## src/rtl/core/tpa_pkg.sv

```systemverilog
// Shared types and constants for the triangle primitive assembler.
`default_nettype none
package tpa_pkg;

  // Width of vertex indices, corners and material numbers
  localparam int WORD_BITS = 16;
  // Width of the configuration register index
  localparam int CFG_INDEX_BITS = 2;

  // Configuration register indexes
  typedef enum logic [CFG_INDEX_BITS-1:0] {
    REG_INDEXED_MODE   = 2'd0,
    REG_PRIMITIVE_TYPE = 2'd1,
    REG_VERTEX_BASE    = 2'd2,
    REG_MATERIAL_INDEX = 2'd3
  } cfg_reg_t;

  // Primitive topology codes
  typedef enum logic [1:0] {
    PRIM_LIST    = 2'd0,
    PRIM_STRIP   = 2'd1,
    PRIM_FAN     = 2'd2,
    PRIM_UNKNOWN = 2'd3
  } prim_type_t;

  // Current configuration as seen by the datapath
  typedef struct packed {
    logic                 indexed_mode;
    prim_type_t           primitive_type;
    logic [WORD_BITS-1:0] vertex_base;
    logic [WORD_BITS-1:0] material_index;
  } cfg_t;

  // One input request
  typedef struct packed {
    logic [WORD_BITS-1:0] vertex_index;
    logic                 last_of_surface;
  } in_item_t;

  // One emitted triangle
  typedef struct packed {
    logic [WORD_BITS-1:0] corner_a;
    logic [WORD_BITS-1:0] corner_b;
    logic [WORD_BITS-1:0] corner_c;
    logic [WORD_BITS-1:0] triangle_material;
  } out_item_t;

endpackage
`default_nettype wire

```

## src/rtl/core/tpa_cfg_regs.sv

```systemverilog
// Configuration register file for the triangle primitive assembler.
`default_nettype none
module tpa_cfg_regs (
  input  wire logic                                clk,
  input  wire logic                                rst_n,
  input  wire logic                                cfg_valid,
  output logic                                     cfg_ready,
  input  wire logic [tpa_pkg::CFG_INDEX_BITS-1:0]  cfg_index,
  input  wire logic [tpa_pkg::WORD_BITS-1:0]       cfg_data,
  output tpa_pkg::cfg_t                            cfg
);

  tpa_pkg::cfg_t cfg_r;
  tpa_pkg::cfg_t cfg_nxt;

  // Writes are always taken
  assign cfg_ready = 1'b1;
  assign cfg       = cfg_r;

  // Register write decode
  always_comb begin
    cfg_nxt = cfg_r;
    if (cfg_valid) begin
      unique case (tpa_pkg::cfg_reg_t'(cfg_index))
        tpa_pkg::REG_INDEXED_MODE:   cfg_nxt.indexed_mode   = cfg_data[0];
        tpa_pkg::REG_PRIMITIVE_TYPE: cfg_nxt.primitive_type = tpa_pkg::prim_type_t'(cfg_data[1:0]);
        tpa_pkg::REG_VERTEX_BASE:    cfg_nxt.vertex_base    = cfg_data;
        tpa_pkg::REG_MATERIAL_INDEX: cfg_nxt.material_index = cfg_data;
        default:                     cfg_nxt = cfg_r;
      endcase
    end
  end

  always_ff @(posedge clk) begin
    if (!rst_n) begin
      cfg_r.indexed_mode   <= 1'b0;
      cfg_r.primitive_type <= tpa_pkg::PRIM_LIST;
      cfg_r.vertex_base    <= '0;
      cfg_r.material_index <= '0;
    end else begin
      cfg_r <= cfg_nxt;
    end
  end

endmodule
`default_nettype wire

```

## src/rtl/core/tpa_assembler.sv

```systemverilog
// Input register, surface state and triangle forming for the assembler.
`default_nettype none
module tpa_assembler #(
  parameter int INDEX_BITS = 16
) (
  input  wire logic              clk,
  input  wire logic              rst_n,
  input  wire tpa_pkg::cfg_t     cfg,
  input  wire logic              in_valid,
  output logic                   in_ready,
  input  wire tpa_pkg::in_item_t in_data,
  input  wire logic              slot_free,
  output logic                   tri_valid,
  output tpa_pkg::out_item_t     tri_data
);

  localparam int W        = tpa_pkg::WORD_BITS;
  localparam int KeepBits = (INDEX_BITS < W) ? INDEX_BITS : W;
  localparam logic [W-1:0] IndexMask = {W{1'b1}} >> (W - KeepBits);

  // Input register
  logic               in_valid_r;
  tpa_pkg::in_item_t  in_q_r;

  // Surface state; phase_r tracks item_position mod 3
  logic [W-1:0] pos_r,    pos_nxt;
  logic [1:0]   phase_r,  phase_nxt;
  logic [W-1:0] older_r,  older_nxt;
  logic [W-1:0] newer_r,  newer_nxt;
  logic [W-1:0] center_r, center_nxt;

  logic [W-1:0] vtx;
  logic [W-1:0] center_use;
  logic [W-1:0] raw_a, raw_b, raw_c;
  logic         emit;
  logic         advance;
  logic         pos_ge2;

  // Vertex of the current request
  assign vtx        = cfg.indexed_mode ? (in_q_r.vertex_index & IndexMask) : pos_r;
  assign center_use = (pos_r == '0) ? vtx : center_r;
  assign pos_ge2    = (pos_r[W-1:1] != '0);

  // Triangle selection by topology
  always_comb begin
    emit  = 1'b0;
    raw_a = older_r;
    raw_b = newer_r;
    raw_c = vtx;
    case (cfg.primitive_type)
      tpa_pkg::PRIM_LIST: begin
        emit = (phase_r == 2'd2);
      end
      tpa_pkg::PRIM_STRIP: begin
        emit = pos_ge2;
        // odd triangles swap the last two corners
        if (pos_r[0]) begin
          raw_b = vtx;
          raw_c = newer_r;
        end
      end
      tpa_pkg::PRIM_FAN: begin
        emit  = pos_ge2;
        raw_a = center_use;
      end
      default: emit = 1'b0;
    endcase
  end

  // Handshake between input register and output slot
  assign advance   = in_valid_r && (!emit || slot_free);
  assign in_ready  = !in_valid_r || advance;
  assign tri_valid = in_valid_r && emit;

  assign tri_data.corner_a          = raw_a + cfg.vertex_base;
  assign tri_data.corner_b          = raw_b + cfg.vertex_base;
  assign tri_data.corner_c          = raw_c + cfg.vertex_base;
  assign tri_data.triangle_material = cfg.material_index;

  // Next surface state
  always_comb begin
    pos_nxt    = pos_r;
    phase_nxt  = phase_r;
    older_nxt  = older_r;
    newer_nxt  = newer_r;
    center_nxt = center_r;
    if (advance) begin
      if (in_q_r.last_of_surface) begin
        pos_nxt    = '0;
        phase_nxt  = 2'd0;
        older_nxt  = '0;
        newer_nxt  = '0;
        center_nxt = '0;
      end else begin
        pos_nxt    = pos_r + 1'b1;
        // 2^16 is 1 mod 3, so the phase restarts at the position wrap
        phase_nxt  = ((&pos_r) || (phase_r == 2'd2)) ? 2'd0 : phase_r + 2'd1;
        older_nxt  = newer_r;
        newer_nxt  = vtx;
        center_nxt = center_use;
      end
    end
  end

  always_ff @(posedge clk) begin
    if (!rst_n) begin
      in_valid_r <= 1'b0;
      pos_r      <= '0;
      phase_r    <= 2'd0;
      older_r    <= '0;
      newer_r    <= '0;
      center_r   <= '0;
    end else begin
      if (in_ready) begin
        in_valid_r <= in_valid;
      end
      pos_r    <= pos_nxt;
      phase_r  <= phase_nxt;
      older_r  <= older_nxt;
      newer_r  <= newer_nxt;
      center_r <= center_nxt;
    end
  end

  // Payload capture
  always_ff @(posedge clk) begin
    if (in_valid && in_ready) begin
      in_q_r <= in_data;
    end
  end

endmodule
`default_nettype wire

```

## src/rtl/core/tpa_out_stage.sv

```systemverilog
// Result register holding one triangle until it is taken downstream.
`default_nettype none
module tpa_out_stage (
  input  wire logic               clk,
  input  wire logic               rst_n,
  input  wire logic               tri_valid,
  input  wire tpa_pkg::out_item_t tri_data,
  output logic                    slot_free,
  output logic                    out_valid,
  input  wire logic               out_ready,
  output tpa_pkg::out_item_t      out_data
);

  logic               out_valid_r;
  tpa_pkg::out_item_t out_q_r;

  // Slot frees up in the same cycle the held triangle is taken
  assign slot_free = !out_valid_r || out_ready;
  assign out_valid = out_valid_r;
  assign out_data  = out_q_r;

  always_ff @(posedge clk) begin
    if (!rst_n) begin
      out_valid_r <= 1'b0;
    end else if (slot_free) begin
      out_valid_r <= tri_valid;
    end
  end

  always_ff @(posedge clk) begin
    if (slot_free && tri_valid) begin
      out_q_r <= tri_data;
    end
  end

endmodule
`default_nettype wire

```

## src/rtl/core/triangle_primitive_assembler.sv

```systemverilog
// Top level of the triangle primitive assembler.
// A request passes the input register, then its triangle the result register.
// Throughput: one request per cycle; the input and result registers stall only
// when a triangle is waiting and the result slot is still occupied.
// Reset (rst_n low, synchronous): configuration, surface state and both valid
// flags return to zero.
`default_nettype none
module triangle_primitive_assembler #(
  parameter int INDEX_BITS = 16
) (
  input  wire logic                                clk,
  input  wire logic                                rst_n,
  input  wire logic                                in_valid,
  output logic                                     in_ready,
  input  wire tpa_pkg::in_item_t                   in_data,
  output logic                                     out_valid,
  input  wire logic                                out_ready,
  output tpa_pkg::out_item_t                       out_data,
  input  wire logic                                cfg_valid,
  output logic                                     cfg_ready,
  input  wire logic [tpa_pkg::CFG_INDEX_BITS-1:0]  cfg_index,
  input  wire logic [tpa_pkg::WORD_BITS-1:0]       cfg_data
);

  tpa_pkg::cfg_t      cfg;
  logic               slot_free;
  logic               tri_valid;
  tpa_pkg::out_item_t tri_data;

  // Configuration registers
  tpa_cfg_regs u_cfg_regs (
    .clk       (clk),
    .rst_n     (rst_n),
    .cfg_valid (cfg_valid),
    .cfg_ready (cfg_ready),
    .cfg_index (cfg_index),
    .cfg_data  (cfg_data),
    .cfg       (cfg)
  );

  // Triangle forming
  tpa_assembler #(
    .INDEX_BITS (INDEX_BITS)
  ) u_assembler (
    .clk       (clk),
    .rst_n     (rst_n),
    .cfg       (cfg),
    .in_valid  (in_valid),
    .in_ready  (in_ready),
    .in_data   (in_data),
    .slot_free (slot_free),
    .tri_valid (tri_valid),
    .tri_data  (tri_data)
  );

  // Result register
  tpa_out_stage u_out_stage (
    .clk       (clk),
    .rst_n     (rst_n),
    .tri_valid (tri_valid),
    .tri_data  (tri_data),
    .slot_free (slot_free),
    .out_valid (out_valid),
    .out_ready (out_ready),
    .out_data  (out_data)
  );

endmodule
`default_nettype wire

```

## config.mk

```make
export PLATFORM = sky130hd
export DESIGN_NAME = triangle_primitive_assembler
export DESIGN_NICKNAME = d
export VERILOG_FILES = /design/src/rtl/core/tpa_pkg.sv /design/src/rtl/core/tpa_cfg_regs.sv /design/src/rtl/core/tpa_assembler.sv /design/src/rtl/core/tpa_out_stage.sv /design/src/rtl/core/triangle_primitive_assembler.sv
export SDC_FILE = /design/constraint.sdc
export NUM_CORES = 1
export LEC_CHECK = 0
export ABC_AREA = 1
export BUFFER_PORTS_ARGS = -buffer_cell sky130_fd_sc_hd__buf_2
export CAP_MARGIN = 20
export CORE_MARGIN = 1.5
export CORE_UTILIZATION = 60
export CTS_CLUSTER_DIAMETER = 120
export DETAILED_ROUTE_END_ITERATION = 10
export GPL_TIMING_DRIVEN = 0
export PLACE_DENSITY = 0.84
export SYNTH_ARGS = -nofsm -noshare
export SYNTH_HDL_FRONTEND = slang
export SYNTH_SLANG_ARGS = --single-unit
```

## constraint.sdc

```tcl
create_clock -name clk -period 4.6 [get_ports clk]
set_input_delay 0 -clock clk [delete_from_list [all_inputs] [get_ports clk]]
set_output_delay 0 -clock clk [all_outputs]
set_load 0.05 [all_outputs]
```

# Word-level counts from Yosys, hierarchy flattened
# Cells that the tools add are included.
dict set report classes {
  n_addsub 5
  eq_ne 6
  n_mux 14
  n_reduce_logical 21
}
# op count
set op_table {}
lappend op_table {{16-bit 2-to-1 mux} 11}
lappend op_table {{16-bit adder} 3}
lappend op_table {{16-bit by 1-bit adder with 16-bit output, second input constant} 1}
lappend op_table {{16-bit zero test} 1}
lappend op_table {{16-bit AND reduction} 1}
lappend op_table {{15-bit nonzero test} 1}
lappend op_table {{2-bit == test, second input constant} 4}
lappend op_table {{2-bit AND reduction} 4}
lappend op_table {{2-bit by 1-bit == test with 1-bit output, second input constant} 2}
lappend op_table {{1-bit logical AND} 4}
lappend op_table {{2-bit zero test} 2}
lappend op_table {{1-bit logical OR} 4}
lappend op_table {{2-bit 2-to-1 mux} 2}
lappend op_table {{1-bit zero test} 3}
lappend op_table {{2-bit by 1-bit adder with 2-bit output, second input constant} 1}
lappend op_table {{1-bit case mux with 2 select lines} 1}
lappend op_table {{2-bit OR reduction} 1}
dict set report totals {
  reg_bits 184
  in_bits 40
  output_inout_bits 67
  elab_cells 63
}

# Depth between registers and ports, before layout
dict set report depth {
  word_depth 8
  ltp_mapped 19
  depth_no_buf 19
}

# Cells and area by module
# A second synthesis with hierarchy kept.
dict set report unflattened {
  cells_unflattened 1464
  hier_area_um2 10670.2
}
# module n_inst cells_per_inst area_each_um2 seq_area_each_um2
set by_module_without_submodules {}
lappend by_module_without_submodules {tpa_assembler 1 1165 7214.4 1851.8}
lappend by_module_without_submodules {tpa_out_stage 1 71 1973.1 1941.9}
lappend by_module_without_submodules {tpa_cfg_regs 1 228 1482.7 700.7}

# Least setup slack after synthesis
# OpenSTA, ideal clock, no wires.
dict set report synth_timing {
  path_type {register to register}
  start {register u_cfg_regs.cfg_r, in the netlist u_cfg_regs.cfg[32]}
  end {register u_out_stage.out_q_r, in the netlist u_out_stage.out_data[0] (enable)}
  setup_ns 0.488
  arrival_ns 3.603
  required_ns 4.112
  slack_ns 0.509
  stages_incl_launch_ff 7
  n_path_buf 0
  synth_period_minus_slack_ns 4.091
  cell_sequence {dfxtp_1 > inv_1 > ha_1 > nand2_1 > nand2_2 > nand3_1 > nor2_1}
}
dict set report synth_between {
  elab_chain_cells 5
  word_cells_on_any_way 7
  cone_classes {2 x eq/ne; 1 x mux; 4 x reduce/logical}
}
# element line
set synth_rtl {}
lappend synth_rtl {{start: declaration} tpa_cfg_regs.sv:13} ;# tpa_pkg::cfg_t cfg_r;
lappend synth_rtl {{start signal: assignment} tpa_cfg_regs.sv:41} ;# cfg_r <= cfg_nxt;
lappend synth_rtl {{2-bit == test or 2-bit by 1-bit == test with 1-bit output (tied branches)} tpa_assembler.sv:50} ;# case (cfg.primitive_type)
lappend synth_rtl {{2-bit OR reduction (no line)} -}
lappend synth_rtl {{1-bit case mux with 2 select lines (*)} tpa_assembler.sv:50}
lappend synth_rtl {{1-bit logical AND (*)} tpa_assembler.sv:73} ;# assign tri_valid = in_valid_r && emit;
lappend synth_rtl {{1-bit logical AND (*)} tpa_out_stage.sv:31} ;# if (slot_free && tri_valid) begin
lappend synth_rtl {{end signal: assignment} tpa_out_stage.sv:32} ;# out_q_r <= tri_data;
lappend synth_rtl {{end: declaration} tpa_out_stage.sv:15} ;# tpa_pkg::out_item_t out_q_r;
# Mark *: on every way between the ends. The rest lies on a longest branch, timed or not.
# A chain may end at the register's enable or synchronous reset.

==> impl_metrics.json <==
{
  "dp_hpwl_um": 21200,
  "whs_endpoint": "u_cfg_regs.cfg[20]",
  "num_io_pins": 107,
  "core_sq_um": 16760,
  "drt_wl_total_um": 29430,
  "cp.required_ps": 4800,
  "slew_headroom_pct": 18.04,
  "ys_ff_latch": 184,
  "final_common_cell": "nand2_1",
  "drv_slew": 0,
  "clk_pin_slew_ps": 80,
  "rsz0062_at_grt": "false",
  "syn_area_per_cell_sq_um": 7.508,
  "drv_cap": 0,
  "synth.top_cell.area_share_pct": 23.46,
  "synth_cell_types": 42,
  "multi_input_area_sq_um": 5182,
  "drt_first_pass_iters": 11,
  "period_share_pct": 87.45,
  "start_kind": "flip-flop",
  "cts_resized": 0,
  "r2r-start": "u_cfg_regs.cfg[34]",
  "vias_per_cell": 5.605,
  "syn2layout_area_growth_pct": 17.87,
  "final_cell_mix": "359 x nand2_1, 218 x nor2_1, 132 x nand3_1",
  "grt_first_pass_wirelength_um": 46400,
  "peakVddDrop_v": 0.0002692,
  "crit_fanout": 10,
  "hold_path_class": "input port to flip-flop",
  "cts_max_level": 4,
  "min_path_cells": 4,
  "clk_latency_ps": 440,
  "cp.arrival_ps": 4220,
  "finalClockSkew_ps": 13.01,
  "die_x_um": 134.5,
  "io_buffers": 105,
  "syn_inst": 1381,
  "drive_above_1_share_pct": 11.40,
  "fin_cells": 1783,
  "p_leak_nw": 5.626,
  "r2r-end": "u_out_stage.out_data[63]",
  "fin_crit_ps": 4023,
  "worstSetupStartpoint": "u_cfg_regs.cfg[34]",
  "finalSetupViolCount": 0,
  "drtAntennaViolNets": 0,
  "ff2ff_path_depth": 17,
  "tightest_slew_ps": 1217,
  "grt_pass1_vias": 9357,
  "crit_type": "flip-flop to flip-flop",
  "powerDensity_nw_per_um2": 325.8,
  "hold_slack_ps": 26.44,
  "antenna_found_initial": 1,
  "status": "complete, but fails checks",
  "die_height_um": 134.5,
  "end_kind": "flip-flop",
  "start_util_pct": 61.87,
  "grt.total_usage_pct": 33.14,
  "yosys_warnings": 0,
  "seq_area_sq_um": 4494,
  "violations": "DRC",
  "root_buffer": "clkbuf_16",
  "clock.fmax_mhz": 248.6,
  "place.gp.congestion": 0.9832,
  "yosysTopAreaCell": "edfxtp_1",
  "via_count": 9994,
  "ctsHoldBuffers": 43,
  "hold_start": "cfg_index[0]",
  "synth_nets": 1477,
  "cts.sinks": 184,
  "cts_tree": "done",
  "die_area_sq_um": 18080,
  "clockBufferDepth": 2,
  "rrSetupSlack_ps": 580,
  "fin_nets": 1645,
  "routedWlPerCell_um": 16.50,
  "first_iter_violations": 1038,
  "yosysSeqAreaShare_pct": 43.34,
  "finalHoldViolCount": 0,
  "finalPower_mw": 3.982,
  "cts_inserted_buffers": 17,
  "syn_area_sq_um": 10370,
  "numPlacedInstances": 1707,
  "grt_max_degree": 40,
  "std_cell_rows": 47,
  "cts_setup_buffers": 0,
  "ys_top_cells_by_area": "edfxtp_1 23%, dfxtp_1 20%, nand2_1 13%",
  "grt_overflow": 0,
  "drc": 2,
  "fillerInstances": 1283
}
[report_power, final]
part           leakage [nW]  total, mW  switching, mW  internal (mW)
logic                  3.74      0.658          0.440          0.218
clock network         0.286       1.48          0.706          0.777
registers              1.60       1.84         0.0511           1.79
[Yosys cell counts (all sizes together)]
master    n
nand2   361
nor2    220
nand3   133
inv     108
dfxtp   103
edfxtp   81
o21ai    75
a21oi    67
ha       53
clkbuf   35
xor2     26
buf      21
or2      18
nor3     12
nand4    11
o21bai   11
xnor2    10
a21o      6
mux2i     6
o21a      6
clkinv    4
fa        3
a31oi     2
nand3b    2
or3       2
a21boi    1
a311oi    1
and2      1
conb      1
o31a      1
[cell families after synthesis]
group                      count (synthesis)  share of synthesized area, %
AOI/OAI and AO/OA                        170                         8.881
xor gates and xnor gates                  36                         3.041
adders and majority gates                 56                         6.975
buffers and inverters                    168                         6.745
DFF                                      184                         43.34
muxes                                      6                        0.5792
other                                      1                       0.03617
and+or+nand+nor                          760                         30.40
[sequential cells by signal, indices dropped and copies added, names as in the netlist]
signal and cells:
u_out_stage.out_data 64, u_cfg_regs.cfg 35, u_assembler.in_q_r 17, u_assembler.center_r 16
u_assembler.newer_r 16, u_assembler.older_r 16, u_assembler.pos_r 16, u_assembler.phase_r 2
u_assembler.in_valid_r 1, u_out_stage.out_valid 1
[through the flow]
| stage | TNS [ps] | cell area [sq um] | setup WS [ps] | utilization, % |
|---|---|---|---|---|
| 6_report | 0 | 12220 | 577.1 | 72.92 |
| 5_1_grt | 0 | 12220 | 442.0 | 72.91 |
| 4_1_cts | 0 | 12220 | 796.9 | 72.91 |
| 3_5_place_dp | 0 | 11200 | 893.4 | 66.81 |
| 3_3_place_gp | -41180 | 11170 | -648.2 | 66.64 |
| 2_1_floorplan | 0 | 10370 | 509.4 | - |
[final cells by class]
type	count	area share (%)
clock inverter	13	1.300
sequential	184	36.77
tap	220	2.252
multi-input combinational	1029	42.40
inverter	112	3.460
antenna	1	0.02048
buffer	56	2.262
timing repair buffer	149	7.985
clock buffer	19	3.542
[worst max-delay path, stage by stage, from the launching register on]
cell,delay [ps]
dfxtp_1,330
buf_4,160
inv_1,70
clkbuf_1,200
o21ai_0,840
nand2_1,160
nand3_1,130
nand2_1,130
ha_1,300
nand2_1,40
o21ai_0,390
inv_1,80
o21ai_0,420
nand2_1,90
nand3_1,210
inv_1,100
nand2_1,70
nand2_1,50
[metal layers]
layer	vias up	track usage (%)	wire, um
met5	-	0	0
met4	0	22.58	1971
met3	152	5.818	2274
met2	519	54.70	13600
met1	4472	39.66	11590
li1	4851	-	-
[how the worst max path moves through the flow]
stage / to / cells past startpoint
global placement: u_out_stage.out_data[62] / 8
global route: u_out_stage.out_data[63] / 17
detailed placement: u_out_stage.out_data[60] / 16
CTS: u_out_stage.out_data[63] / 17
floorplan: u_out_stage.out_data[0] / 6
finish: u_out_stage.out_data[63] / 17
(Power assumes the default switching activity.)
